<file path="src/rtl/assert_macros.svh">
// assertion helpers for the rtl
`ifndef ASSERT_MACROS_SVH
`define ASSERT_MACROS_SVH

// same-cycle implication, off while in reset
`define TCCE_ASSERT_IMP(lbl, clk, rst_n, ante, cons) \
  lbl: assert property (@(posedge clk) disable iff (!rst_n) (ante) |-> (cons)) \
    else $error("tcce assertion failed");

// next-cycle implication, off while in reset
`define TCCE_ASSERT_NXT(lbl, clk, rst_n, ante, cons) \
  lbl: assert property (@(posedge clk) disable iff (!rst_n) (ante) |=> (cons)) \
    else $error("tcce assertion failed");

`endif

</file>
<file path="src/rtl/tcce_pkg.sv">
`default_nettype none
package tcce_pkg;

  localparam int ROWS_DEF      = 25;
  localparam int COLS_DEF      = 80;
  localparam int FIRST_ROW_DEF = 0;
  localparam int FIRST_COL_DEF = 0;

  localparam int CHAR_W = 8;
  localparam int ATTR_W = 8;
  localparam int CELL_W = 16;
  localparam int IDX_W  = 11;
  localparam int POS_W  = 12;

  localparam int CFG_IDX_W  = 1;
  localparam int CFG_DATA_W = 8;
  localparam logic [CFG_IDX_W-1:0] CFG_TEXT_ATTR  = 1'd0;
  localparam logic [CFG_IDX_W-1:0] CFG_BLANK_ATTR = 1'd1;

  localparam logic [ATTR_W-1:0] TEXT_ATTR_RST  = 8'd15;
  localparam logic [ATTR_W-1:0] BLANK_ATTR_RST = 8'd0;

  localparam logic FUNC_PUT  = 1'b0;
  localparam logic FUNC_READ = 1'b1;

  localparam int TAB_SHIFT = 3;  // tab stops every 8 columns

  localparam logic [CHAR_W-1:0] CH_BS    = 8'd8;
  localparam logic [CHAR_W-1:0] CH_TAB   = 8'd9;
  localparam logic [CHAR_W-1:0] CH_LF    = 8'd10;
  localparam logic [CHAR_W-1:0] CH_FF    = 8'd12;
  localparam logic [CHAR_W-1:0] CH_CR    = 8'd13;
  localparam logic [CHAR_W-1:0] CH_SPACE = 8'd32;

  typedef enum logic [4:0] {
    S_INIT  = 5'b00001,
    S_IDLE  = 5'b00010,
    S_EXEC  = 5'b00100,
    S_COPY  = 5'b01000,
    S_BLANK = 5'b10000
  } state_e;

  // cursor update request from the sequencer
  typedef struct packed {
    logic ctrl;   // apply control character
    logic home;   // form feed home
    logic prep;   // wrap and park on last row before scroll
    logic put;    // printable written, advance
  } cur_cmd_t;

endpackage
`default_nettype wire

</file>
<file path="src/rtl/tcce_cursor.sv">
`default_nettype none
module tcce_cursor #(
  parameter int ROWS      = 25,
  parameter int COLS      = 80,
  parameter int FIRST_ROW = 0,
  parameter int FIRST_COL = 0,
  localparam int AW       = $clog2(ROWS * COLS)
) (
  input  wire logic                   clk_i,
  input  wire logic                   rst_ni,
  input  wire tcce_pkg::cur_cmd_t     cmd_i,
  input  wire logic [7:0]             char_i,
  output logic                        need_scroll_o,
  output logic [AW-1:0]               cell_addr_o,
  output logic [tcce_pkg::POS_W-1:0]  pos_o
);
  import tcce_pkg::*;

  localparam int RW = $clog2(ROWS + 1);
  localparam int CW = $clog2(COLS + 1);
  localparam int PW = (RW + CW > POS_W) ? RW + CW : POS_W;

  logic [RW-1:0] row_q, row_d;
  logic [CW-1:0] col_q, col_d;
  logic [RW:0]   row_w;
  logic [CW-1:0] col_w;
  logic [CW:0]   col_tab;
  logic [PW-1:0] addr_full, pos_full;

  // pending wrap resolves onto the next row
  always_comb begin
    if (col_q >= CW'(COLS)) begin
      col_w = CW'(FIRST_COL);
      row_w = (RW+1)'(row_q) + (RW+1)'(1);
    end else begin
      col_w = col_q;
      row_w = (RW+1)'(row_q);
    end
  end

  assign need_scroll_o = row_w >= (RW+1)'(ROWS);
  assign addr_full     = PW'(row_w) * PW'(COLS) + PW'(col_w);
  assign cell_addr_o   = addr_full[AW-1:0];
  assign pos_full      = PW'(row_q) * PW'(COLS) + PW'(col_q);
  assign pos_o         = pos_full[POS_W-1:0];

  assign col_tab = (((CW+1)'(col_q) >> TAB_SHIFT) + (CW+1)'(1)) << TAB_SHIFT;

  always_comb begin
    row_d = row_q;
    col_d = col_q;
    if (cmd_i.home) begin
      row_d = RW'(FIRST_ROW);
      col_d = CW'(FIRST_COL);
    end else if (cmd_i.prep) begin
      row_d = RW'(ROWS - 1);
      col_d = col_w;
    end else if (cmd_i.put) begin
      row_d = row_w[RW-1:0];
      col_d = col_w + CW'(1);
    end else if (cmd_i.ctrl) begin
      case (char_i)
        CH_BS: begin
          if (col_q > CW'(FIRST_COL)) begin
            col_d = col_q - CW'(1);
          end else if (row_q > RW'(FIRST_ROW)) begin
            col_d = CW'(COLS - 1);
            row_d = row_q - RW'(1);
          end
        end
        CH_TAB: begin
          if (col_tab > (CW+1)'(COLS - 1)) begin
            col_d = CW'(COLS - 1);
          end else begin
            col_d = col_tab[CW-1:0];
          end
        end
        CH_LF: begin
          if (row_q < RW'(ROWS)) begin
            row_d = row_q + RW'(1);
          end
          col_d = CW'(FIRST_COL);
        end
        CH_CR: begin
          col_d = CW'(FIRST_COL);
        end
        default: begin
          row_d = row_q;
          col_d = col_q;
        end
      endcase
    end
  end

  always_ff @(posedge clk_i or negedge rst_ni) begin
    if (!rst_ni) begin
      row_q <= RW'(FIRST_ROW);
      col_q <= CW'(FIRST_COL);
    end else begin
      row_q <= row_d;
      col_q <= col_d;
    end
  end

endmodule
`default_nettype wire

</file>
<file path="config.mk">
export PLATFORM = sky130hd
export DESIGN_NAME = tcce_cursor
export DESIGN_NICKNAME = d
export VERILOG_FILES = /design/src/rtl/assert_macros.svh /design/src/rtl/tcce_pkg.sv /design/src/rtl/tcce_cursor.sv
export SDC_FILE = /design/constraint.sdc
export NUM_CORES = 1
export LEC_CHECK = 0
export BUFFER_PORTS_ARGS = -buffer_cell sky130_fd_sc_hd__buf_2
export CAP_MARGIN = 5
export CORE_UTILIZATION = 52
export CTS_CLUSTER_SIZE = 16
export DETAILED_ROUTE_END_ITERATION = 8
export PLACE_DENSITY = 0.9
export SLEW_MARGIN = 10
export SYNTH_ARGS = -nofsm -noshare
export SYNTH_HDL_FRONTEND = slang
export SYNTH_SLANG_ARGS = --single-unit
export TNS_END_PERCENT = 30
</file>
<file path="constraint.sdc">
create_clock -name clk_i -period 3.3 [get_ports clk_i]
set_clock_uncertainty 0.1 [all_clocks]
set_input_delay 0.66 -clock clk_i [delete_from_list [all_inputs] [get_ports clk_i]]
set_output_delay 0.66 -clock clk_i [all_outputs]
set_load 0.01 [all_outputs]
</file>
# Word level (Yosys, flattened, before mapping)
# Cells that the tools add are included.
[classes]
order_cmp = 6
n_mux = 18
n_addsub = 8
mul = 2
n_eq_ne = 8
reduce_logical = 6
[ops]
columns = ["operator", "count"]
rows = [
  ["7-bit 2-to-1 mux", 8],
  ["5-bit 2-to-1 mux", 7],
  ["8-bit by 4-bit == test with 1-bit output, second input constant", 4],
  ["7-bit one-hot mux with 3 select lines", 1],
  ["5-bit != test, second input constant", 3],
  ["12-bit by 7-bit adder with 12-bit output", 1],
  ["11-bit by 7-bit adder with 11-bit output", 1],
  ["5-bit one-hot mux with 2 select lines", 1],
  ["8-bit by 7-bit greater-than comparator with 1-bit output, second input constant", 1],
  ["5-bit by 3-bit multiplier with 8-bit output, second input constant", 1],
  ["7-bit by 1-bit adder with 7-bit output, second input constant", 1],
  ["7-bit >= comparator, second input constant", 1],
  ["7-bit by 1-bit greater-than comparator with 1-bit output, second input constant", 1],
  ["6-bit by 3-bit multiplier with 7-bit output, second input constant", 1],
  ["7-bit by 1-bit subtractor with 7-bit output, second input constant", 1],
  ["5-bit by 1-bit adder with 6-bit output, second input constant", 1],
  ["6-bit by 5-bit >= comparator with 1-bit output, second input constant", 1],
  ["6-bit 2-to-1 mux", 1],
  ["6-bit != test, second input constant", 1],
  ["6-bit nonzero test", 1],
  ["4-bit by 1-bit adder with 5-bit output, second input constant", 1],
  ["5-bit by 1-bit adder with 5-bit output, second input constant", 1],
  ["5-bit by 1-bit greater-than comparator with 1-bit output, second input constant", 1],
  ["5-bit less-than comparator, second input constant", 1],
  ["other kinds (6)", 6],
]
[word_totals]
output_inout_bits = 24
regBits = 12
inputBits = 14

# Longest topological paths before layout
[depth]
word_depth = 8
ltp_mapped = 12
mapped_depth_nobuf = 11

# Worst setup path after synthesis
# Ideal clock, no wire load.
[synth_path]
kind = "register to output"
start = "reg col_q[4]"
end = "out cell_addr_o[10]"
required_time_ns = 2.540
path_stages_with_launch = 12
setup_slack_ns = -0.382
arrival_ns = 2.922
cell_sequence = "dfrtp_1 buf_2 o21a_1 clkbuf_1 and4_1 xor2_1 ha_1 fa_1 xor2_1 o2111ai_1 xnor2_1 xnor2_1"
[synth_via]
elab_chain_cells = 4
[synth_rtl]
columns = ["item", "line_no", "text"]
rows = [
  ["start: declaration", "tcce_cursor.sv:24", "logic [CW-1:0] col_q, col_d;"],
  ["start signal: assignment", "tcce_cursor.sv:98", "col_q <= CW'(FIRST_COL);"],
  ["start signal: assignment", "tcce_cursor.sv:101", "col_q <= col_d;"],
  ["7-bit >= comparator", "tcce_cursor.sv:32", "if (col_q >= CW'(COLS)) begin"],
  ["6-bit 2-to-1 mux", "tcce_cursor.sv:32", ""],
  ["6-bit by 3-bit multiplier with 7-bit output", "tcce_cursor.sv:42", "assign addr_full = PW'(row_w) * PW'(COLS) + PW'(col_w);"],
  ["11-bit by 7-bit adder with 11-bit output *", "tcce_cursor.sv:42", ""],
  ["end: declaration", "tcce_cursor.sv:14", "output logic [AW-1:0] cell_addr_o,"],
]
# Every way passes the cells marked *; elsewhere a longest branch is shown, timed or not.

# Worst setup path in the final report
[layout_path]
start = "reg col_q[6]"
end = "out cell_addr_o[10]"
# Same word-level chain as after synthesis.

==> reports/summary.txt <==
Status = complete, but fails checks
Failing checks = negative setup slack
Largest net degree at the start of global routing = 24
Most common cell after layout, fill and taps aside = buf_2
Design area = 2846 µm²
DRT antenna net count = 0
Hold_buf cts = 0
Ports = 38
Crit Path Max Fanout = 5
Syn Nets = 323
Reg2Reg Setup Slack = 0.38 ns
Min-Delay Path Class = primary input to asynchronous set/reset pin
RR Startpoint = col_q[1]$_DFFE_PN0P_
Floorplan row count = 23
Post-route insts no fill = 390
GRT Residual Overflow = 0
Synth area leader = ha_1
H-tree Lvls = 1
Leakage = 1.416 nW
Final-stage net count = 386
Layout area overhead = 28.75%
RSZ-0062 raised after global routing = yes
Crit path cell chain = o21a_4 > and4_4 > xor2_4 > ha_4 > fa_2 > xor2_2 > o2111ai_2 > xnor2_1 > xnor2_1 > buf_2
Core ar. = 4029 µm²
Placed Area = 2654 µm²
Final Cycle Share = 108.0%
Share of layout cells above drive strength 1 = 33.53%
Detailed Route WL = 6.947 mm
Die area = 4517 µm²
Final setup vio count = 4
Synthesized flop and latch total = 12
CP startpoint kind = flop
Die Span X = 67.21 µm
Final antenna diode count = 0
Chip height = 67.21 µm
Residual DRC = 0
Sequential-to-total area share from yosys stat = 13.58%
Mux share of post-synthesis cell area = 4.414%
Fmax = 280.6 MHz
Cell count after synthesis = 278
WP data arrival = 2.80 ns
Peak supply drop = 0.1347 mV
Period minus WS final = 3.564 ns
Max-slew violations = 0
Slowest stage cell, crit path = fa_2
First-pass GRT wire length = 10.81 mm
Primary FF master, synth = dfrtp_1
Pre-antenna DRT Iters = 5
Clock sinks = 12
Iter 0 DRT Violations = 230
PD cells = 266.8 nW/µm²
Crit path from = col_q[6]$_DFFE_PN0P_
Crit Path Class = flop to output port
Max-slew headroom = 40.25%
Most frequent cells in the layout = 37 x buf_2, 35 x buf_4, 29 x nor2_1
Max cap viols = 0
XOR/XNOR Fraction of Synth Area = 11.09%
Crit-path max cell delay = 0.40 ns
Synthesized area per cell = 7.953 µm²
Final HPWL DP = 5.049 mm
Post-synth cell types = 59
Post-synthesis compound-gate area fraction = 22.07%
CTS Buffer Depth = 2
Ranking of synthesized cells by area = ha_1 15%, dfrtp_1 14%, xnor2_1 7.1%
Main combinational cell family by area after synthesis = compound AO/OA/AOI/OAI gates
RR Endpoint = col_q[0]$_DFFE_PN0P_
Clk_lat worst skew = 0.25 ns
Vias = 2,435
Avg Vias per Cell = 6.244
Root Buffer Master = clkbuf_8
CTS tree = built
Worst setup EP type = output port
Final Wtd Congestion = 0.9784
Yosys warns = 0
Post-Synth Simple-Gate Area = 21.62%
Tightest Pin Transition = 0.8929 ns
Initial antenna violation count = 0
Yosys top cell area share = 14.71%
Worst slack, placed = -0.1841 ns
EDFF count, synth = 0
WP data required = 2.54 ns
GRT Overall Usage = 32.28%
Starting Density = 54.88%
Power Total = 0.7594 mW
Worst Slack Setup Final = -0.2638 ns
Vias in the first global route = 2,285
R2R depth = 8
Post-layout util = 70.65%
Mapped cell area = 2211 µm²
Total CTS buffers = 3
Routed wire per std cell = 17.81 µm
Final hold viol count = 0
Post-synthesis adder-cell area fraction = 19.24%
Register clock-pin slew on the reported worst setup and hold paths = 0.06 ns
Placed Cells = 383
Most used cell, CP = xnor2_1
Ys async rst share = 100.0%
Port Buffers = 37
[state kept, by name, summed over array words and instances (netlist names)]
register,cells
col_q,7
row_q,5
[per-stage QoR]
step | hold slack, ns | setup TNS, ns
after floorplan | 0.2644 | -0.1566
after CTS | 0.1991 | -0.3856
after global placement | 0.4621 | -0.01621
final | 0.1906 | -0.5868
after detailed placement | 0.4686 | -0.2575
after global routing | 0.2056 | -1.210
[report_power, final]
group / total [mW] / switching [mW] / internal [mW]
clock: 0.174 / 0.0684 / 0.106
combinational: 0.401 / 0.222 / 0.180
sequential: 0.184 / 0.0246 / 0.159
[synth_stat cells, types with 6 or more instances]
cell / count
ha_1: 26
xor2_1: 10
a211oi_1: 6
a21o_1: 7
dfrtp_1: 12
inv_1: 23
o21ai_0: 11
buf_4: 6
nand2_1: 19
a21oi_1: 13
mux2i_1: 6
clkbuf_1: 6
nor2_1: 30
xnor2_1: 18
[how the worst max path moves through the flow]
stage | end | slack, ns
finish | cell_addr_o[10] | -0.26
global route | cell_addr_o[10] | -0.41
CTS | cell_addr_o[10] | -0.19
global placement | cell_addr_o[10] | -0.02
detailed placement | cell_addr_o[10] | -0.18
floorplan | cell_addr_o[10] | -0.16
[repair_timing]
item | in CTS | in global routing
endpoints found under the hold margin | 0 | 0
setup endpoints to repair | 6 | 7
cloned | 0 | 0
pin swaps | 6 | 3
buffers inserted | 1 | 2
gates resized for setup | 11 | 13
[cells by family (layout without fill, tap and decap cells)]
family / after synthesis / count (layout)
compound gates: 68 / 68
xor+xnor: 28 / 28
fa+ha+maj: 31 / 31
buf+inv: 39 / 101
flops: 12 / 12
mux: 9 / 9
simple gates: 91 / 91
[metal layers]
layer	track usage, %	wire length [µm]	up-vias
met3	3.378	551	17
met5	0	0	-
met2	54.50	3492	142
met1	41.58	2754	1157
met4	13.56	148	0
li1	-	-	1119
[worst max-delay path, delay by kind of cell (launching register included)]
kind	cells	cell delay, ns
buffers and inverters	1	0.15
DFF	1	0.38
adders and majority gates	2	0.63
AOI/OAI and AO/OA	2	0.36
and+or+nand+nor	1	0.29
xor gates and xnor gates	4	0.73
[area by class of cell]
class	count	area, µm²
Multi-Input combinational cell	227	1869
Clock buffer	4	55.05
Fill cell	310	1182
Timing Repair Buffer	74	470.5
Inverter	23	86.33
Sequential cell	12	302.8
Tap cell	50	62.56
(Power assumes the default switching activity.)
