--- src/rtl/assert_macros.svh ---
// assertion helpers for the rtl
`ifndef ASSERT_MACROS_SVH
`define ASSERT_MACROS_SVH

// same-cycle implication, off while in reset
`define TCCE_ASSERT_IMP(lbl, clk, rst_n, ante, cons) \
  lbl: assert property (@(posedge clk) disable iff (!rst_n) (ante) |-> (cons)) \
    else $error("tcce assertion failed");

// next-cycle implication, off while in reset
`define TCCE_ASSERT_NXT(lbl, clk, rst_n, ante, cons) \
  lbl: assert property (@(posedge clk) disable iff (!rst_n) (ante) |=> (cons)) \
    else $error("tcce assertion failed");

`endif

--- src/rtl/tcce_pkg.sv ---
`default_nettype none
package tcce_pkg;

  localparam int ROWS_DEF      = 25;
  localparam int COLS_DEF      = 80;
  localparam int FIRST_ROW_DEF = 0;
  localparam int FIRST_COL_DEF = 0;

  localparam int CHAR_W = 8;
  localparam int ATTR_W = 8;
  localparam int CELL_W = 16;
  localparam int IDX_W  = 11;
  localparam int POS_W  = 12;

  localparam int CFG_IDX_W  = 1;
  localparam int CFG_DATA_W = 8;
  localparam logic [CFG_IDX_W-1:0] CFG_TEXT_ATTR  = 1'd0;
  localparam logic [CFG_IDX_W-1:0] CFG_BLANK_ATTR = 1'd1;

  localparam logic [ATTR_W-1:0] TEXT_ATTR_RST  = 8'd15;
  localparam logic [ATTR_W-1:0] BLANK_ATTR_RST = 8'd0;

  localparam logic FUNC_PUT  = 1'b0;
  localparam logic FUNC_READ = 1'b1;

  localparam int TAB_SHIFT = 3;  // tab stops every 8 columns

  localparam logic [CHAR_W-1:0] CH_BS    = 8'd8;
  localparam logic [CHAR_W-1:0] CH_TAB   = 8'd9;
  localparam logic [CHAR_W-1:0] CH_LF    = 8'd10;
  localparam logic [CHAR_W-1:0] CH_FF    = 8'd12;
  localparam logic [CHAR_W-1:0] CH_CR    = 8'd13;
  localparam logic [CHAR_W-1:0] CH_SPACE = 8'd32;

  typedef enum logic [4:0] {
    S_INIT  = 5'b00001,
    S_IDLE  = 5'b00010,
    S_EXEC  = 5'b00100,
    S_COPY  = 5'b01000,
    S_BLANK = 5'b10000
  } state_e;

  // cursor update request from the sequencer
  typedef struct packed {
    logic ctrl;   // apply control character
    logic home;   // form feed home
    logic prep;   // wrap and park on last row before scroll
    logic put;    // printable written, advance
  } cur_cmd_t;

endpackage
`default_nettype wire

--- src/rtl/tcce_seq.sv ---
`default_nettype none
module tcce_seq #(
  parameter int ROWS      = 25,
  parameter int COLS      = 80,
  parameter int FIRST_ROW = 0,
  localparam int AW       = $clog2(ROWS * COLS)
) (
  input  wire logic                          clk_i,
  input  wire logic                          rst_ni,
  input  wire logic                          in_valid_i,
  output logic                               in_stall_o,
  input  wire logic                          func_i,
  input  wire logic [tcce_pkg::CHAR_W-1:0]   char_code_i,
  input  wire logic [tcce_pkg::IDX_W-1:0]    cell_index_i,
  input  wire logic                          out_free_i,
  output logic                               load_o,
  output logic [tcce_pkg::CELL_W-1:0]        load_data_o,
  input  wire logic [tcce_pkg::ATTR_W-1:0]   text_attr_i,
  input  wire logic [tcce_pkg::ATTR_W-1:0]   blank_attr_i,
  output tcce_pkg::cur_cmd_t                 cmd_o,
  output logic [tcce_pkg::CHAR_W-1:0]        cmd_char_o,
  input  wire logic                          need_scroll_i,
  input  wire logic [AW-1:0]                 cell_addr_i,
  output logic                               ram_we_o,
  output logic [AW-1:0]                      ram_waddr_o,
  output logic [tcce_pkg::CELL_W-1:0]        ram_wdata_o,
  output logic                               ram_re_o,
  output logic [AW-1:0]                      ram_raddr_o,
  input  wire logic [tcce_pkg::CELL_W-1:0]   ram_rdata_i
);
  import tcce_pkg::*;

  localparam int IW = ((AW > IDX_W) ? AW : IDX_W) + 1;
  localparam logic [AW:0]   CellCount = (AW+1)'(ROWS * COLS);
  localparam logic [AW-1:0] LastCell  = AW'(ROWS * COLS - 1);
  localparam logic [AW:0]   CopySrc   = (AW+1)'((FIRST_ROW + 1) * COLS);
  localparam logic [AW-1:0] CopyDst   = AW'(FIRST_ROW * COLS);
  localparam logic [AW-1:0] LastRow   = AW'((ROWS - 1) * COLS);

  state_e              state_q, state_d;
  logic                func_q;
  logic [CHAR_W-1:0]   char_q;
  logic                hit_q, hit;
  logic [AW:0]         rd_ptr_q, rd_ptr_d;
  logic [AW-1:0]       wr_ptr_q, wr_ptr_d;
  logic                cp_v_q, cp_v_d;
  logic [AW-1:0]       blk_ptr_q, blk_ptr_d;
  logic [IW-1:0]       idx_x;
  logic                accept, issue;

  assign in_stall_o = !((state_q == S_IDLE) && out_free_i);
  assign accept     = in_valid_i && !in_stall_o;
  assign idx_x      = IW'(cell_index_i);
  assign hit        = idx_x < IW'(ROWS * COLS);
  assign issue      = rd_ptr_q < CellCount;
  assign cmd_char_o = char_q;

  always_comb begin
    state_d     = state_q;
    rd_ptr_d    = rd_ptr_q;
    wr_ptr_d    = wr_ptr_q;
    cp_v_d      = 1'b0;
    blk_ptr_d   = blk_ptr_q;
    load_o      = 1'b0;
    load_data_o = '0;
    cmd_o       = '0;
    ram_we_o    = 1'b0;
    ram_waddr_o = blk_ptr_q;
    ram_wdata_o = '0;
    ram_re_o    = 1'b0;
    ram_raddr_o = idx_x[AW-1:0];
    case (state_q)
      S_INIT: begin
        ram_we_o  = 1'b1;
        blk_ptr_d = blk_ptr_q + AW'(1);
        if (blk_ptr_q == LastCell) begin
          state_d = S_IDLE;
        end
      end
      S_IDLE: begin
        if (accept) begin
          ram_re_o = (func_i == FUNC_READ) && hit;
          state_d  = S_EXEC;
        end
      end
      S_EXEC: begin
        if (func_q == FUNC_READ) begin
          load_o      = 1'b1;
          load_data_o = hit_q ? ram_rdata_i : '0;
          state_d     = S_IDLE;
        end else begin
          case (char_q)
            CH_BS, CH_TAB, CH_LF, CH_CR: begin
              cmd_o.ctrl = 1'b1;
              load_o     = 1'b1;
              state_d    = S_IDLE;
            end
            CH_FF: begin
              cmd_o.home = 1'b1;
              blk_ptr_d  = '0;
              state_d    = S_BLANK;
            end
            default: begin
              if (need_scroll_i) begin
                cmd_o.prep = 1'b1;
                rd_ptr_d   = CopySrc;
                wr_ptr_d   = CopyDst;
                state_d    = S_COPY;
              end else begin
                ram_we_o    = 1'b1;
                ram_waddr_o = cell_addr_i;
                ram_wdata_o = {text_attr_i, char_q};
                cmd_o.put   = 1'b1;
                load_o      = 1'b1;
                state_d     = S_IDLE;
              end
            end
          endcase
        end
      end
      S_COPY: begin
        // read runs one row ahead of the write; cp_v_q marks a registered read word to write
        ram_re_o    = issue;
        ram_raddr_o = rd_ptr_q[AW-1:0];
        cp_v_d      = issue;
        if (issue) begin
          rd_ptr_d = rd_ptr_q + (AW+1)'(1);
        end
        ram_waddr_o = wr_ptr_q;
        ram_wdata_o = ram_rdata_i;
        if (cp_v_q) begin
          ram_we_o = 1'b1;
          wr_ptr_d = wr_ptr_q + AW'(1);
        end
        if (!issue && !cp_v_q) begin
          blk_ptr_d = LastRow;
          state_d   = S_BLANK;
        end
      end
      S_BLANK: begin
        ram_we_o    = 1'b1;
        ram_wdata_o = {blank_attr_i, CH_SPACE};
        blk_ptr_d   = blk_ptr_q + AW'(1);
        if (blk_ptr_q == LastCell) begin
          if (char_q == CH_FF) begin
            load_o  = 1'b1;
            state_d = S_IDLE;
          end else begin
            // scroll done, write the pending character
            state_d = S_EXEC;
          end
        end
      end
      default: begin
        state_d = S_IDLE;
      end
    endcase
  end

  always_ff @(posedge clk_i or negedge rst_ni) begin
    if (!rst_ni) begin
      state_q   <= S_INIT;
      rd_ptr_q  <= '0;
      wr_ptr_q  <= '0;
      cp_v_q    <= 1'b0;
      blk_ptr_q <= '0;
    end else begin
      state_q   <= state_d;
      rd_ptr_q  <= rd_ptr_d;
      wr_ptr_q  <= wr_ptr_d;
      cp_v_q    <= cp_v_d;
      blk_ptr_q <= blk_ptr_d;
    end
  end

  always_ff @(posedge clk_i) begin
    if (accept) begin
      func_q <= func_i;
      char_q <= char_code_i;
      hit_q  <= hit;
    end
  end

endmodule
`default_nettype wire

--- config.mk ---
export PLATFORM = sky130hd
export DESIGN_NAME = tcce_seq
export DESIGN_NICKNAME = d
export VERILOG_FILES = /design/src/rtl/assert_macros.svh /design/src/rtl/tcce_pkg.sv /design/src/rtl/tcce_seq.sv
export SDC_FILE = /design/constraint.sdc
export NUM_CORES = 1
export LEC_CHECK = 0
export ABC_AREA = 1
export BUFFER_PORTS_ARGS = -buffer_cell sky130_fd_sc_hd__buf_2
export CAP_MARGIN = 10
export CORE_MARGIN = 4
export CORE_UTILIZATION = 40
export CTS_BUF_LIST = sky130_fd_sc_hd__clkbuf_4 sky130_fd_sc_hd__clkbuf_8 sky130_fd_sc_hd__clkbuf_16
export DETAILED_ROUTE_END_ITERATION = 12
export PLACE_DENSITY_LB_ADDON = 0.1
export SYNTH_ARGS = -nofsm -noshare
export SYNTH_HDL_FRONTEND = slang
export SYNTH_SLANG_ARGS = --single-unit
--- constraint.sdc ---
create_clock -name clk_i -period 4.2 [get_ports clk_i]
set_clock_uncertainty 0.05 [all_clocks]
set_input_delay 0.42 -clock clk_i [delete_from_list [all_inputs] [get_ports clk_i]]
set_output_delay 0.42 -clock clk_i [all_outputs]
set_load 0.01 [all_outputs]
# ---- Yosys cells after proc, flatten, opt, wreduce, memory -nomap -nowiden
# Index checks and enable logic that the tools add are counted.
dict set report totals {
  reg_bits 50
  wordCells 103
}
dict set report classes {
  addsub 3
  eq_ne 21
  muxes 53
  reduce_logical 16
  magnitude_cmp 2
}
# op n
set op_table {}
lappend op_table {{$mux 11} 11}
lappend op_table {{$mux 16} 6}
lappend op_table {{$mux 12} 4}
lappend op_table {{$pmux 16 s3} 1}
lappend op_table {{$pmux 11 s2} 2}
lappend op_table {{$eq 8x4->1 const B} 5}
lappend op_table {{$pmux 11 s3} 1}
lappend op_table {{$mux 5} 5}
lappend op_table {{$pmux 5 s5} 1}
lappend op_table {{$pmux 12 s2} 1}
lappend op_table {{$add 11x1->11 const B} 2}
lappend op_table {{$ne 2x2->1 const B} 10}
lappend op_table {{$add 12x1->12 const B} 1}
lappend op_table {{$lt 12x11->1 const B} 1}
lappend op_table {{$mux 4} 3}
lappend op_table {{$eq 11x11->1 const B} 1}
lappend op_table {{$lt 11x11->1 const B} 1}
lappend op_table {{$mux 1} 11}
lappend op_table {{$pmux 5 s2} 1}
lappend op_table {{$reduce_and 5->1} 2}
lappend op_table {{$reduce_and 4->1} 2}
lappend op_table {{$pmux 1 s2} 3}
lappend op_table {{$eq 5x1->1 const B} 1}
lappend op_table {{$eq 5x2->1 const B} 1}
lappend op_table {{other kinds (13)} 18}

# ---- Longest topological paths before layout
# Gate-level depths: netlist of the first run.
dict set report logic_depth {
  word_depth 5
  ltp_mapped 10
  depth_no_buf 10
}

# ---- Worst setup path before layout of the first run
# No wires, ideal clock.
dict set report synth_path {
  kind {register to output}
  startpoint {register state_q[4]}
  endpoint {output ram_re_o}
  arrival_time_ns 1.730
  slack_ns 2.000
  path_stages_with_launch 8
  required_ns 3.730
  cell_sequence {dfrtp_1 -> nor2_1 -> nand2_1 -> nor2_1 -> nand2_1 -> nor2_1 -> nand3_1 -> nand2_1}
}
dict set report synth_between {
  elab_chain_cells 5
}
# item line_no
set synth_rtl {}
lappend synth_rtl {{start, declared} tcce_seq.sv:40} ;# state_e state_q, state_d;
lappend synth_rtl {{start signal, assigned} tcce_seq.sv:168} ;# state_q <= state_d;
lappend synth_rtl {{$eq 5x2->1} tcce_seq.sv:51} ;# assign in_stall_o = !((state_q == S_IDLE) && out_free_i);
lappend synth_rtl {{$logic_and 1x1->1} tcce_seq.sv:51}
lappend synth_rtl {{$logic_and 1x1->1} tcce_seq.sv:52} ;# assign accept = in_valid_i && !in_stall_o;
lappend synth_rtl {{via accept} tcce_seq.sv:49} ;# logic accept, issue;
lappend synth_rtl {{$mux 1} tcce_seq.sv:81} ;# if (accept) begin
lappend synth_rtl {{$pmux 1 s2} tcce_seq.sv:72} ;# case (state_q)
lappend synth_rtl {{end, declared} tcce_seq.sv:27} ;# output logic ram_re_o,
# The timed path passes the listed nets, and every way through them passes these cells.

# ---- Worst setup path in the final report of the first run
dict set report layout_path {
  startpoint {register char_q[1], in the netlist cmd_char_o[1]}
  endpoint {output ram_wdata_o[2] (netlist bit)}
}
dict set report layout_between {
  elab_chain_cells 5
}
# item line_no
set layout_rtl {}
lappend layout_rtl {{start, declared} tcce_seq.sv:42} ;# logic [CHAR_W-1:0] char_q;
lappend layout_rtl {{start signal, assigned} tcce_seq.sv:179} ;# char_q <= char_code_i;
lappend layout_rtl {{$eq 8x4->1} tcce_seq.sv:92} ;# case (char_q)
lappend layout_rtl {{$reduce_or 5->1 (no line) *} n/a}
lappend layout_rtl {{$mux 16 *} tcce_seq.sv:92}
lappend layout_rtl {{$mux 16 *} tcce_seq.sv:87} ;# if (func_q == FUNC_READ) begin
lappend layout_rtl {{$pmux 16 s3 *} tcce_seq.sv:72}
lappend layout_rtl {{end, declared} tcce_seq.sv:26} ;# output logic [tcce_pkg::CELL_W-1:0] ram_wdata_o,
# Every way passes the cells marked *; elsewhere a longest branch is shown, timed or not.

==> results of run 1 <==
[where the power goes]
| group | internal [mW] | switching, mW | leakage [nW] |
|---|---|---|---|
| Sequential | 0.577 | 0.109 | 0.631 |
| Clock | 0.178 | 0.174 | 0.0547 |
| Combinational | 0.279 | 0.551 | 1.85 |
| Total | 1.03 | 0.834 | 2.54 |
[sequential cells by signal (all words and copies together) (netlist names)]
name,flops
rd_ptr_q,12
blk_ptr_q,11
wr_ptr_q,11
cmd_char_o,8
state_q,5
cp_v_q,1
func_q,1
hit_q,1
[per-stage QoR]
stage | util | setup slack [ns] | cells | hold WS (ns)
floorplan | - | 2.00 | 596 | 0.0744
global placement | 0.496 | 1.56 | 841 | 0.400
detailed placement | 0.496 | 1.54 | 841 | 0.419
CTS | 0.508 | 1.18 | 849 | 0.228
global route | 0.508 | 0.963 | 849 | 0.222
finish | 0.508 | 1.22 | 849 | 0.181
[placed cells by master, fill, tap and decap left out, drive strengths merged, types with 9 or more instances in the layout]
cell | netlist | layout
edfxtp | 10 | 10
inv | 77 | 78
a22oi | 11 | 11
nand2 | 178 | 178
nor2 | 80 | 80
nor3 | 9 | 9
buf | 11 | 139
dfrtp | 39 | 39
nand3 | 78 | 78
o21ai | 46 | 46
[kinds of logic (layout without fill, tap and decap cells)]
| kind of cell | count (synthesis) | after routing | share of synthesized area |
|---|---|---|---|
| xor+xnor | 9 | 9 | 0.0202 |
| fa+ha+maj | 3 | 3 | 0.00963 |
| buf+inv | 101 | 225 | 0.105 |
| compound gates | 73 | 73 | 0.123 |
| flops | 50 | 50 | 0.334 |
| simple gates | 360 | 360 | 0.408 |
[area by class of cell]
class                           instances  area, µm²  area share
Clock buffer                            5       68.8      0.0145
Clock inverter                          3       43.8     0.00921
Multi-Input combinational cell        445       2190       0.460
Sequential cell                        50       1300       0.274
Inverter                               78        293      0.0615
Tap cell                              129        161      0.0339
Timing Repair Buffer                  139        701       0.147
[layer usage]
layer	up-vias	track usage	part of all wire	routed length, µm
met1	1921	0.270	0.41	5220
met3	26	0.0464	0.071	892
met4	0	0.0886	0.032	411
met2	170	0.401	0.48	6130
li1	2160	-	-	-
met5	-	0	0	0
[final timing paths]
kind                                           from                  endpoint  slack [ns]  cells past startpoint
min in group clk_i                   char_code_i[7]   cmd_char_o[7]$_DFFE_PP_        0.24                      1
min                                          rst_ni  blk_ptr_q[2]$_DFFE_PN0P_        0.18                      1
max reg2reg                  state_q[1]$_DFFE_PN0P_  rd_ptr_q[10]$_DFFE_PN0P_        1.93                      9
min reg2reg                rd_ptr_q[11]$_DFFE_PN0P_  rd_ptr_q[11]$_DFFE_PN0P_        0.44                      2
max in group asynchronous                    rst_ni  rd_ptr_q[10]$_DFFE_PN0P_        3.33                      1
max                         cmd_char_o[1]$_DFFE_PP_            ram_wdata_o[2]        1.22                      9
[worst max-delay path: cells and delay by family, from the launching register on]
family	cells	cell delay (ns)
compound gates	1	0.30
buf+inv	2	0.26
flops	1	0.42
simple gates	6	1.23
==> impl_summary.md, run 1 <==
Run status
The flow ran to the end, and the final reports show no timing, DRC or antenna violations.

STA
Setup repair after global routing left no endpoint under its margin. The total setup violations reported at the end of the flow is 0. After routing, the total negative slack on setup checks comes to 0 ns. The final critical delay including setup and external delays is 2.98 ns. The slew at the pin closest to its max-slew limit is 0.926 ns. The count of pins over their slew limit came to 0.

The achievable clock frequency is 335 MHz. The share of the cycle needed by the critical path after routing is 0.710. The final hold violation count is 0. The relative max-transition margin is 0.383.

Logic synthesis
By count the netlist is led by sky130_fd_sc_hd__nand2_1 (174), sky130_fd_sc_hd__nor2_1 (73), sky130_fd_sc_hd__nand3_1 (72), sky130_fd_sc_hd__inv_1 (71), sky130_fd_sc_hd__dfrtp_1 (39). For this run, the leading register cell type out of synthesis is sky130_fd_sc_hd__dfrtp_1. During synthesis, Yosys emitted a total of 0 warnings. Counting every net in the synthesized netlist gives 667. By instance count, the leading cell after synthesis is sky130_fd_sc_hd__nand2_1. Of the post-synthesis cell area, the dominant cell type holds 0.250. The number of standard cells after synthesis is 596. In this run the mean area of a mapped cell was 6.54 µm². The cell area that synthesis handed to floorplanning was 3900 µm². The fraction of the yosys area taken by sequential cells is 0.334. The biggest area contributor in the post-synthesis netlist is sky130_fd_sc_hd__dfrtp_1. The synthesized design contains 50 register bits. The proportion of synthesized flip-flops having asynchronous set or reset is 0.800. The post-synthesis cell type count is 40. The synthesized design contains 10 enable-type register cells. Sorting the synthesized cells by area gives the leading types as sky130_fd_sc_hd__dfrtp_1 (25%), sky130_fd_sc_hd__nand2_1 (17%), sky130_fd_sc_hd__nand3_1 (9.2%), sky130_fd_sc_hd__edfxtp_1 (7.7%), sky130_fd_sc_hd__nor2_1 (7.0%).

Critical path
Counting stages on the worst path, the most repeated cell is sky130_fd_sc_hd__nand2_1. The critical path data required time is 3.73 ns. In this design, the stage delay of the slowest critical-path cell is 0.42 ns. STA puts the critical path data arrival time at 2.51 ns. STA classifies the critical path startpoint as a flip-flop.

Along the worst path, the maximum fanout reaches 15. The slowest stage cell on the critical path is sky130_fd_sc_hd__edfxtp_1. The critical path class is reg -> out.

The critical path goes through inv_1 -> nand2_1 -> nor2_1 -> nand2_1 -> nand3_2 -> nor2_1 -> nand2_1 -> o21ai_0 -> buf_2. The critical path capture point type is an output port.

Routing
The initial DRC count is 285. The routed design has 12700 µm of wire. The first-pass detailed-route iteration total is 5.

The detail route stage leaves a number of antenna-violating nets equal to 0. After detailed routing, the average wire length per cell comes to 14.9 µm. For this run, design rule violations remaining after detail routing come to 0.

The detailed-route via count is 4277. The mean number of vias per cell is 5.04.

Floorplan
The die is 107 µm wide. The initial utilization of the core area, before any placement, comes to 0.416. The height of the chip is 107 µm. The floorplan step defined a core boundary enclosing 9370 µm². The die covers 11400 µm².

The number of standard-cell rows in the floorplan is 35. 138 I/O pins were placed.

GRT
The final global-route overflow total is 0. Entering global routing, the biggest net connects 47 pins. The global-route wire length before repair is 20700 µm. The number of antenna violations at the first check in global routing is 0. The number of global-route vias before repair is 4235. The aggregate global-route resource usage is 0.227.

Final layout
The repair_antennas step left the layout with diodes totalling 0. The growth of design area from synthesis to finish is 22.0%. In the final layout, the share of cells above drive strength 1 is 0.263. The fill cell total of the finished layout is 1000. The final layout net count is 790. After routing the design area is 4760 µm².

Power and ir drop
VDD sags by at most 0.148 mV. The design draws 1.87 mW. The leakage power is 2.54 nW. The power density normalized to cell area is 393 nW/µm².

Hold path
The min-delay analysis places its worst path in the category in -> async.

Clock network
The number of clock sinks seen by CTS is 50. In this run the deepest clock path goes through 2 buffers. TritonCTS built the clock tree.

The post-CTS setup buffer count is 0. The later pin in the worst-skew pair is clocked with a latency of 0.31 ns. The number of hold buffers added after CTS is 0. The H-tree generated during clock tree synthesis spans 2 levels.

The clock slew at the register clock pins of the worst setup and hold paths is 0.09 ns. Post-CTS repair changed the size of 0 cells. The tree is rooted in a sky130_fd_sc_hd__clkbuf_8. The number of buffers inserted during clock tree synthesis is 5.

Place
Once placement finished, the instance area stood at 4640 µm². The weighted congestion at the end of routability-driven global placement is 0.910. The number of port buffers is 137. The post-DP HPWL is 9980 µm.

Run
The max-cap check violation count is 0.
(Power assumes the default switching activity.)
==> run 2: changes to the inputs <==
--- a/config.mk
+++ b/config.mk
@@ -5,7 +5,7 @@
 export SDC_FILE = /design/constraint.sdc
 export NUM_CORES = 1
 export LEC_CHECK = 0
-export ABC_AREA = 1
+export ABC_AREA = 0
 export BUFFER_PORTS_ARGS = -buffer_cell sky130_fd_sc_hd__buf_2
 export CAP_MARGIN = 10
 export CORE_MARGIN = 4
==> constraint.sdc (replaced) <==
create_clock -name clk_i -period 2.8 [get_ports clk_i]
set_clock_uncertainty 0.05 [all_clocks]
set_input_delay 0.28 -clock clk_i [delete_from_list [all_inputs] [get_ports clk_i]]
set_output_delay 0.28 -clock clk_i [all_outputs]
set_load 0.01 [all_outputs]
==> run 2 against run 1 <==
Against the previous run:
- worst setup slack got worse by 1.1 ns
- final cell count decreased by 25%
- highest routed layer unchanged
- final area decreased by 11%
- critical endpoint is now ram_waddr_o[0]
- synthesized cell count decreased by 34%
- global-route usage decreased by 2.4 points
==> impl_summary.md, run 2 <==
STA
The final critical delay including setup and external delays is 2.65 ns. The relative max-transition margin is 0.399 (was 0.383). The share of the cycle needed by the critical path after routing is 0.948.

The slew at the pin closest to its max-slew limit was 0.902 ns (was 0.926 ns). The minimum setup slack in the final design is 0.145 ns (was 1.22 ns). The total setup violations reported at the end of the flow is 0 (unchanged). For this run, the top clock speed supported by timing is 377 MHz.

The final hold violation count is 0 (unchanged). The count of pins over their slew limit is 0 (unchanged).

Final layout
The final instance area is 4210 µm² (was 4760 µm²). The final layout net count came to 601 (was 790). The number of antenna cells inserted is 0 (unchanged). The most common cell after layout, fill and taps aside is sky130_fd_sc_hd__buf_2 (was sky130_fd_sc_hd__nand2_1). The growth of design area from synthesis to finish is 28.5% (was 22.0%). The register name with the most flops is rd_ptr_q (unchanged). Top library cells by usage in the layout, fill and taps aside: sky130_fd_sc_hd__buf_2 (137), sky130_fd_sc_hd__nand2_1 (88), sky130_fd_sc_hd__dfrtp_1 (39), sky130_fd_sc_hd__nand3_1 (31) (was sky130_fd_sc_hd__nand2_1 (174), sky130_fd_sc_hd__buf_2 (137), sky130_fd_sc_hd__nor2_1 (73), sky130_fd_sc_hd__nand3_1 (72), sky130_fd_sc_hd__inv_1 (71)). The fraction of final layout cells sized beyond drive strength 1 is 0.315 (was 0.263).

The number of flip-flops in the largest register was 12 (unchanged). Registers with the most flip-flops: rd_ptr_q (12), blk_ptr_q (11), wr_ptr_q (11) (unchanged).

Power and ir drop
The internal power component is 1.36 mW (was 1.03 mW). The part of the total power dissipated in sequential elements came to 0.491 (was 0.367). The share of power burned in combinational logic is 0.267 (was 0.445). The highest ir drop seen on vdd was 0.240 mV (was 0.148 mV). The clock network fraction of total power is 0.243 (was 0.188). The switching power of the nets is 0.746 mW (was 0.834 mW). The leakage power came to 2.10 nW (was 2.54 nW).

The power density normalized to cell area came to 501 nW/µm² (was 393 nW/µm²). The share of total power consumed by net switching is 0.354 (was 0.446).

Critical path
The type of element launching the critical path is a flip-flop (unchanged). The slowest stage cell on the critical path is sky130_fd_sc_hd__or3_1 (was sky130_fd_sc_hd__edfxtp_1). The arrival time of the worst setup path is 2.32 ns (was 2.51 ns). The maximum fanout encountered on the critical timing path is 28 (was 15). The critical path data required time is 2.47 ns (was 3.73 ns). The critical path capture point type is an output port (unchanged). Cells along the critical path: or3_1 -> nor3_2 -> nand3_1 -> inv_6 -> a22oi_1 -> nand2_1 -> buf_2 (was inv_1 -> nand2_1 -> nor2_1 -> nand2_1 -> nand3_2 -> nor2_1 -> nand2_1 -> o21ai_0 -> buf_2).

The highest cell delay on the worst timing path is 0.55 ns (was 0.42 ns). The critical path class is reg -> out (unchanged).

Place
The weighted congestion at the end of routability-driven global placement is 0.786 (was 0.910). The post-DP HPWL is 7630 µm (was 9980 µm). The post-placement cell area was 4090 µm² (was 4640 µm²). The pre-CTS setup slack came to 0.284 ns (was 1.54 ns). The number of port buffers is 137 (unchanged).

Routing
The first-pass detailed-route iteration total is 4 (was 5). The count of nets left with antenna violations after detail routing is 0 (unchanged). The detailed-route via count is 3475 (was 4277).

The initial DRC count is 150 (was 285). The average detailed-routed wire length per instance is 15.9 µm (was 14.9 µm). The aggregate routed wire length was 10100 µm (was 12700 µm). The post-route DRC violation count is 0 (unchanged). The mean number of vias per cell was 5.49 (was 5.04).

Floorplan
The core region area is 7850 µm² (was 9370 µm²). The initial core utilization is 0.417 (was 0.416). The number of top-level design ports is 138 (unchanged). The height of the chip came to 98.5 µm (was 107 µm). The area enclosed by the die boundary came to 9700 µm² (was 11400 µm²). The number of standard-cell rows in the floorplan is 32 (was 35).

The horizontal die dimension came to 98.5 µm (was 107 µm).

Logic synthesis
The post-synthesis register bit count came to 50 (unchanged). The synthesized-area fraction occupied by xor and xnor cells came to 0.0321 (was 0.0202). The multiplexer share of the synthesized area was 0 (unchanged). Top post-synthesis cells by count: sky130_fd_sc_hd__nand2_1 (88), sky130_fd_sc_hd__dfrtp_1 (39), sky130_fd_sc_hd__nand3_1 (31), sky130_fd_sc_hd__and2_1 (20), sky130_fd_sc_hd__o21ai_0 (20) (was sky130_fd_sc_hd__nand2_1 (174), sky130_fd_sc_hd__nor2_1 (73), sky130_fd_sc_hd__nand3_1 (72), sky130_fd_sc_hd__inv_1 (71), sky130_fd_sc_hd__dfrtp_1 (39)). The synthesized net count was 465 (was 667). The post-synthesis share of cell area spent on and, or, nand and nor gates came to 0.311 (was 0.408). The adder-cell share of the synthesized area was 0.0115 (was 0.00962). The most instantiated library cell after synthesis is sky130_fd_sc_hd__nand2_1 (unchanged). The main combinational cell family by area after synthesis is simple AND/OR/NAND/NOR gates (unchanged). The fraction of the yosys area taken by sequential cells is 0.398 (was 0.334).

The library cell with the largest summed area after synthesis is sky130_fd_sc_hd__dfrtp_1 (unchanged). The main flop type after synthesis is sky130_fd_sc_hd__dfrtp_1 (unchanged). The average instance area after synthesis is 8.31 µm² (was 6.54 µm²). The count of yosys warnings during synthesis is 0 (unchanged). Top cells by area in the synthesized netlist: sky130_fd_sc_hd__dfrtp_1 (30%), sky130_fd_sc_hd__nand2_1 (10%), sky130_fd_sc_hd__edfxtp_1 (9.2%), sky130_fd_sc_hd__nand3_1 (4.7%), sky130_fd_sc_hd__a22oi_1 (4.4%) (was sky130_fd_sc_hd__dfrtp_1 (25%), sky130_fd_sc_hd__nand2_1 (17%), sky130_fd_sc_hd__nand3_1 (9.2%), sky130_fd_sc_hd__edfxtp_1 (7.7%), sky130_fd_sc_hd__nor2_1 (7.0%)). The proportion of synthesized flip-flops having asynchronous set or reset is 0.800 (unchanged). The total standard cell area after synthesis is 3280 µm² (was 3900 µm²). The share of the synthesized area in the top cell type is 0.298 (was 0.250).

The number of flops mapped to enable cells by yosys is 10 (unchanged). The number of standard cells after synthesis is 394 (was 596). The post-synthesis cell type count was 55 (was 40). The synthesized-area fraction occupied by ao, oa, aoi and oai cells is 0.211 (was 0.123).

Clock network
The number of hold buffers added after CTS is 0 (unchanged). The deepest clock path buffer count was 2 (unchanged). The clock slew at the register clock pins of the worst setup and hold paths was 0.10 ns (was 0.09 ns). The clock tree from TritonCTS is done (unchanged). The number of clock sinks seen by CTS came to 50 (unchanged). The clock tree root buffer cell is sky130_fd_sc_hd__clkbuf_8 (unchanged). The number of buffers inserted during clock tree synthesis is 5 (unchanged). The clock insertion delay at the later pin of the skew report is 0.30 ns (was 0.31 ns).

The maximum level of the CTS H-tree was 2 (unchanged).

GRT
The global-route wire length before repair is 16500 µm (was 20700 µm). The aggregate global-route resource usage was 0.203 (was 0.227). The pin count of the biggest net entering global routing was 41 (was 47). The number of global-route vias before repair is 3396 (was 4235).

The number of antenna violations at the first check in global routing is 0 (unchanged). The final global-route overflow total is 0 (unchanged).

Run status
Run status: completed (unchanged).

Hold path
The worst min-delay path class is in -> async (unchanged).

Run
The max-cap check violation count is 0 (unchanged).
==> run 2: cell count changes after synthesis, moves of 10 or more <==
| cell | delta |
|---|---|
| sky130_fd_sc_hd__nand2_1 | -86 |
| sky130_fd_sc_hd__inv_1 | -64 |
| sky130_fd_sc_hd__nor2_1 | -57 |
| sky130_fd_sc_hd__nand3_1 | -41 |
| sky130_fd_sc_hd__and2_1 | +20 |
| sky130_fd_sc_hd__o21ai_2 | -13 |
| sky130_fd_sc_hd__a22o_1 | +11 |
| sky130_fd_sc_hd__and3_1 | +10 |
==> run 2: layout make-up <==
class                           instances  area, µm²
Fill cell                             789       3640
Multi-Input combinational cell        316       1860
Sequential cell                        50       1300
Timing Repair Buffer                  149        776
Tap cell                              102        128
Clock buffer                            5       68.8
Clock inverter                          3       42.5
Inverter                                8       35.0
==> run 2: cells by family after synthesis <==
logic type | count (synthesis)
fa+ha+maj | 3
flops | 50
simple gates | 204
buf+inv | 28
xor+xnor | 12
compound gates | 97
==> run 2: metal layers <==
layer,share of wire,GRT usage
met2,0.51,0.353
met5,0,0
met4,0.0070,0.0284
met3,0.044,0.0318
met1,0.44,0.274
==> run 2: critical path, delay by kind of cell, from the launching register on <==
kind	cells	cell delay [ns]
AOI/OAI and AO/OA	1	0.12
buffers and inverters	2	0.37
DFF	1	0.44
and+or+nand+nor	4	1.09
==> run 2: path summary, 6_finish.rpt <==
check | start | to | slack, ns | depth (start not counted)
max | state_q[4]$_DFFE_PN0P_ | ram_waddr_o[0] | 0.15 | 7
min | rst_ni | blk_ptr_q[0]$_DFFE_PN0P_ | 0.04 | 1
max reg2reg | cmd_char_o[5]$_DFFE_PP_ | blk_ptr_q[8]$_DFFE_PN0P_ | 0.23 | 5
min reg2reg | rd_ptr_q[11]$_DFFE_PN0P_ | rd_ptr_q[11]$_DFFE_PN0P_ | 0.47 | 1
max in group asynchronous | rst_ni | wr_ptr_q[1]$_DFFE_PN0P_ | 2.08 | 1
min in group clk_i | char_code_i[1] | cmd_char_o[1]$_DFFE_PP_ | 0.10 | 1
==> run 2: timing repair <==
item,in CTS,in global routing
hold endpoints to repair,0,0
gates resized for setup,1,2
setup buffers,0,0
setup endpoints to repair,1,5
cloned,0,0
==> run 2: stage by stage <==
step	total power [mW]	hold slack (ns)	TNS [ns]	std cells	util
after detailed placement	1.60	0.408	0	625	0.521
final	2.11	0.0440	0	633	0.537
after global placement	1.59	0.409	0	625	0.521
after global routing	2.27	0.0797	-0.00606	633	0.537
after CTS	2.12	0.0828	0	633	0.535
after floorplan	1.37	-0.0656	0	394	-
==> run 2: power groups by stage <==
stage          combinational (mW)  clock (mW)  sequential [mW]
6_report                    0.562       0.511             1.03
5_1_grt                     0.649       0.561             1.06
4_1_cts                     0.569       0.525             1.03
3_5_place_dp                0.561           0             1.04
3_3_place_gp                0.552           0             1.04
2_1_floorplan               0.370           0             1.00
==> run 3: changes to the inputs <==
--- a/config.mk
+++ b/config.mk
@@ -12,6 +12,7 @@
 export CORE_UTILIZATION = 40
 export CTS_BUF_LIST = sky130_fd_sc_hd__clkbuf_4 sky130_fd_sc_hd__clkbuf_8 sky130_fd_sc_hd__clkbuf_16
 export DETAILED_ROUTE_END_ITERATION = 12
+export GPL_TIMING_DRIVEN = 0
 export PLACE_DENSITY_LB_ADDON = 0.1
 export SYNTH_ARGS = -nofsm -noshare
 export SYNTH_HDL_FRONTEND = slang
==> run 3 against run 2 <==
Against the previous run:
- combinational power is 4.3% higher
- clock power increased by 4.5%
- utilization increased by 0.73 points
- fmax shrank 0.76%
- worst hold slack improved by 0.0031 ns
- sequential power about the same
- critical path depth grew 2
- total power rose by 2.3%
- wire length increased by 1.3%
==> impl_summary.md, run 3 (synthesis results as in run 2) <==
STA
The total setup violations reported at the end of the flow is 0 (unchanged). The count of pins over their slew limit is 0 (unchanged). The minimum setup slack in the final design was 0.125 ns (was 0.145 ns). The slew at the pin closest to its max-slew limit is 1.08 ns (was 0.902 ns). The final hold violation count is 0 (unchanged). The share of the cycle needed by the critical path after routing is 0.956 (was 0.948). The final critical delay including setup and external delays is 2.68 ns (was 2.65 ns). The achievable clock frequency came to 374 MHz (was 377 MHz). The relative max-transition margin is 0.274 (was 0.399). The setup TNS came to 0 ns (unchanged).

Routing
The first-pass detailed-route iteration total is 4 (unchanged). The post-route DRC violation count is 0 (unchanged). The count of nets left with antenna violations after detail routing is 0 (unchanged). The aggregate routed wire length came to 10200 µm (was 10100 µm).

The initial DRC count was 174 (was 150). The average detailed-routed wire length per instance is 15.9 µm (about the same). The detailed-route via count is 3526 (was 3475). The mean number of vias per cell was 5.50 (was 5.49).

Place
The pre-CTS setup slack came to 0.113 ns (was 0.284 ns). The post-DP HPWL is 7990 µm (was 7630 µm). The weighted congestion at the end of routability-driven global placement is 0.847 (was 0.786). The post-placement cell area is 4090 µm² (about the same). The number of port buffers was 137 (unchanged).

Clock network
The clock tree from TritonCTS is done (unchanged). The maximum level of the CTS H-tree is 2 (unchanged). The number of buffers inserted during clock tree synthesis came to 5 (unchanged). The deepest clock path buffer count is 2 (unchanged). The clock insertion delay at the later pin of the skew report is 0.30 ns (about the same). The clock slew at the register clock pins of the worst setup and hold paths is 0.10 ns (about the same). The number of clock sinks seen by CTS was 50 (unchanged). The clock tree root buffer cell is sky130_fd_sc_hd__clkbuf_8 (unchanged).

Critical path
The launch instance of the worst register-to-register path is cmd_char_o[5]$_DFFE_PP_ (unchanged). The depth of the worst register-to-register path is 6 (was 5). The critical path capture point type is an output port (unchanged). The critical path class is reg -> out (unchanged). The critical path data required time is 2.47 ns (about the same). The maximum fanout encountered on the critical timing path is 10 (was 28). The arrival time of the worst setup path came to 2.35 ns (was 2.32 ns). The critical register-to-register path endpoint was blk_ptr_q[8]$_DFFE_PN0P_ (unchanged).

The internal reg-to-reg setup slack is 0.33 ns (was 0.23 ns). The type of element launching the critical path was a flip-flop (unchanged).

Final layout
The final layout net count is 609 (was 601). The number of flip-flops in the largest register is 12 (unchanged). The fill cell total of the finished layout came to 795 (was 789). The most common cell after layout, fill and taps aside was sky130_fd_sc_hd__buf_2 (unchanged).

Top library cells by usage in the layout, fill and taps aside: sky130_fd_sc_hd__buf_2 (143), sky130_fd_sc_hd__nand2_1 (88), sky130_fd_sc_hd__dfrtp_1 (38), sky130_fd_sc_hd__nand3_1 (28) (was sky130_fd_sc_hd__buf_2 (137), sky130_fd_sc_hd__nand2_1 (88), sky130_fd_sc_hd__dfrtp_1 (39), sky130_fd_sc_hd__nand3_1 (31)). The register name with the most flops was rd_ptr_q (unchanged). The growth of design area from synthesis to finish is 30.3% (was 28.5%). The number of antenna cells inserted is 0 (unchanged). The final instance area came to 4270 µm² (was 4210 µm²).

Registers with the most flip-flops: rd_ptr_q (12), blk_ptr_q (11), wr_ptr_q (11) (unchanged). The fraction of final layout cells sized beyond drive strength 1 is 0.325 (was 0.315).

Floorplan
The horizontal die dimension is 98.5 µm (unchanged). The core region area was 7850 µm² (unchanged). The number of top-level design ports is 138 (unchanged). The area enclosed by the die boundary is 9700 µm² (unchanged). The initial core utilization came to 0.417 (unchanged).

The height of the chip is 98.5 µm (unchanged). The number of standard-cell rows in the floorplan came to 32 (unchanged).

Run status
Run status: completed (unchanged).

Run
The max-cap check violation count is 0 (unchanged).

GRT
The final global-route overflow total is 0 (unchanged). The pin count of the biggest net entering global routing is 41 (unchanged). The aggregate global-route resource usage is 0.207 (was 0.203). The number of antenna violations at the first check in global routing is 0 (unchanged). The number of global-route vias before repair is 3359 (was 3396).

The global-route wire length before repair came to 16700 µm (was 16500 µm).

Power and ir drop
The highest ir drop seen on vdd was 0.279 mV (was 0.240 mV). The leakage power is 2.13 nW (was 2.10 nW). The power density normalized to cell area came to 505 nW/µm² (was 501 nW/µm²).

Hold path
The worst min-delay path class is in -> async (unchanged).
run 3: changes by cell type in the layout (fill, tap and decap cells not counted), moves of 2 or more:
cell                       change
sky130_fd_sc_hd__buf_4         -9
sky130_fd_sc_hd__buf_2         +6
sky130_fd_sc_hd__clkbuf_1      +6
sky130_fd_sc_hd__clkbuf_2      +4
sky130_fd_sc_hd__nand3_1       -3
sky130_fd_sc_hd__nand3_4       +2
run 3: routing by layer:
metal  share of wire  track usage  up-vias
li1                -            -     1732
met1            0.43        0.272     1681
met2            0.50        0.357      101
met3           0.052       0.0333       12
met4           0.015       0.0504        0
met5               0            0        -
run 3: timing repair:
item | in CTS | in global routing
setup buffers | 0 | 1
pin swaps | 0 | 1
hold buffers | 0 | 0
gates resized for setup | 9 | 12
setup endpoints to repair | 29 | 48
run 3: final cells by class:
cell class                 instances  area (µm²)  area share
inverter                           8        33.8     0.00792
clock buffer                       5        68.8      0.0161
buffer                            19        98.8      0.0232
multi-input combinational        316        1890       0.444
sequential                        50        1300       0.305
timing repair buffer             138         693       0.162
tap                              102         128      0.0299
clock inverter                     3        47.5      0.0111
run 3: critical path, cell delays in order (launching register included):
cell and delay, ns:
sky130_fd_sc_hd__dfrtp_2 0.45, sky130_fd_sc_hd__or3_1 0.39, sky130_fd_sc_hd__buf_6 0.15, sky130_fd_sc_hd__nor3_4 0.23
sky130_fd_sc_hd__nand3_4 0.15, sky130_fd_sc_hd__inv_4 0.14, sky130_fd_sc_hd__buf_4 0.20, sky130_fd_sc_hd__a22oi_1 0.11
sky130_fd_sc_hd__nand2_1 0.08, sky130_fd_sc_hd__buf_2 0.13
run 3: how the worst max path moves through the flow:
stage | start | endpoint | slack, ns | depth (start not counted)
floorplan | state_q[4]$_DFFE_PN0P_ | ram_waddr_o[6] | 0.64 | 8
global route | state_q[4]$_DFFE_PN0P_ | ram_waddr_o[2] | -0.02 | 9
CTS | state_q[4]$_DFFE_PN0P_ | cmd_o[1] | 0.03 | 7
global placement | state_q[4]$_DFFE_PN0P_ | cmd_o[1] | 0.12 | 7
finish | state_q[4]$_DFFE_PN0P_ | ram_waddr_o[2] | 0.12 | 9
detailed placement | state_q[4]$_DFFE_PN0P_ | cmd_o[1] | 0.11 | 7
run 3: report_power, final:
| part | switching (mW) | internal [mW] | leakage (nW) | total [mW] |
|---|---|---|---|---|
| Clock | 0.261 | 0.273 | 0.0591 | 0.534 |
| Sequential | 0.176 | 0.861 | 0.598 | 1.04 |
| Combinational | 0.338 | 0.249 | 1.47 | 0.586 |
run 3: metrics by stage:
stage | std cells | util | hold WS, ns | power (mW)
2_1_floorplan | 394 | - | -0.0656 | 1.37
3_3_place_gp | 633 | 0.521 | 0.409 | 1.61
3_5_place_dp | 633 | 0.521 | 0.408 | 1.62
4_1_cts | 641 | 0.539 | 0.0831 | 2.16
5_1_grt | 641 | 0.544 | 0.0676 | 2.31
6_report | 641 | 0.544 | 0.0471 | 2.16
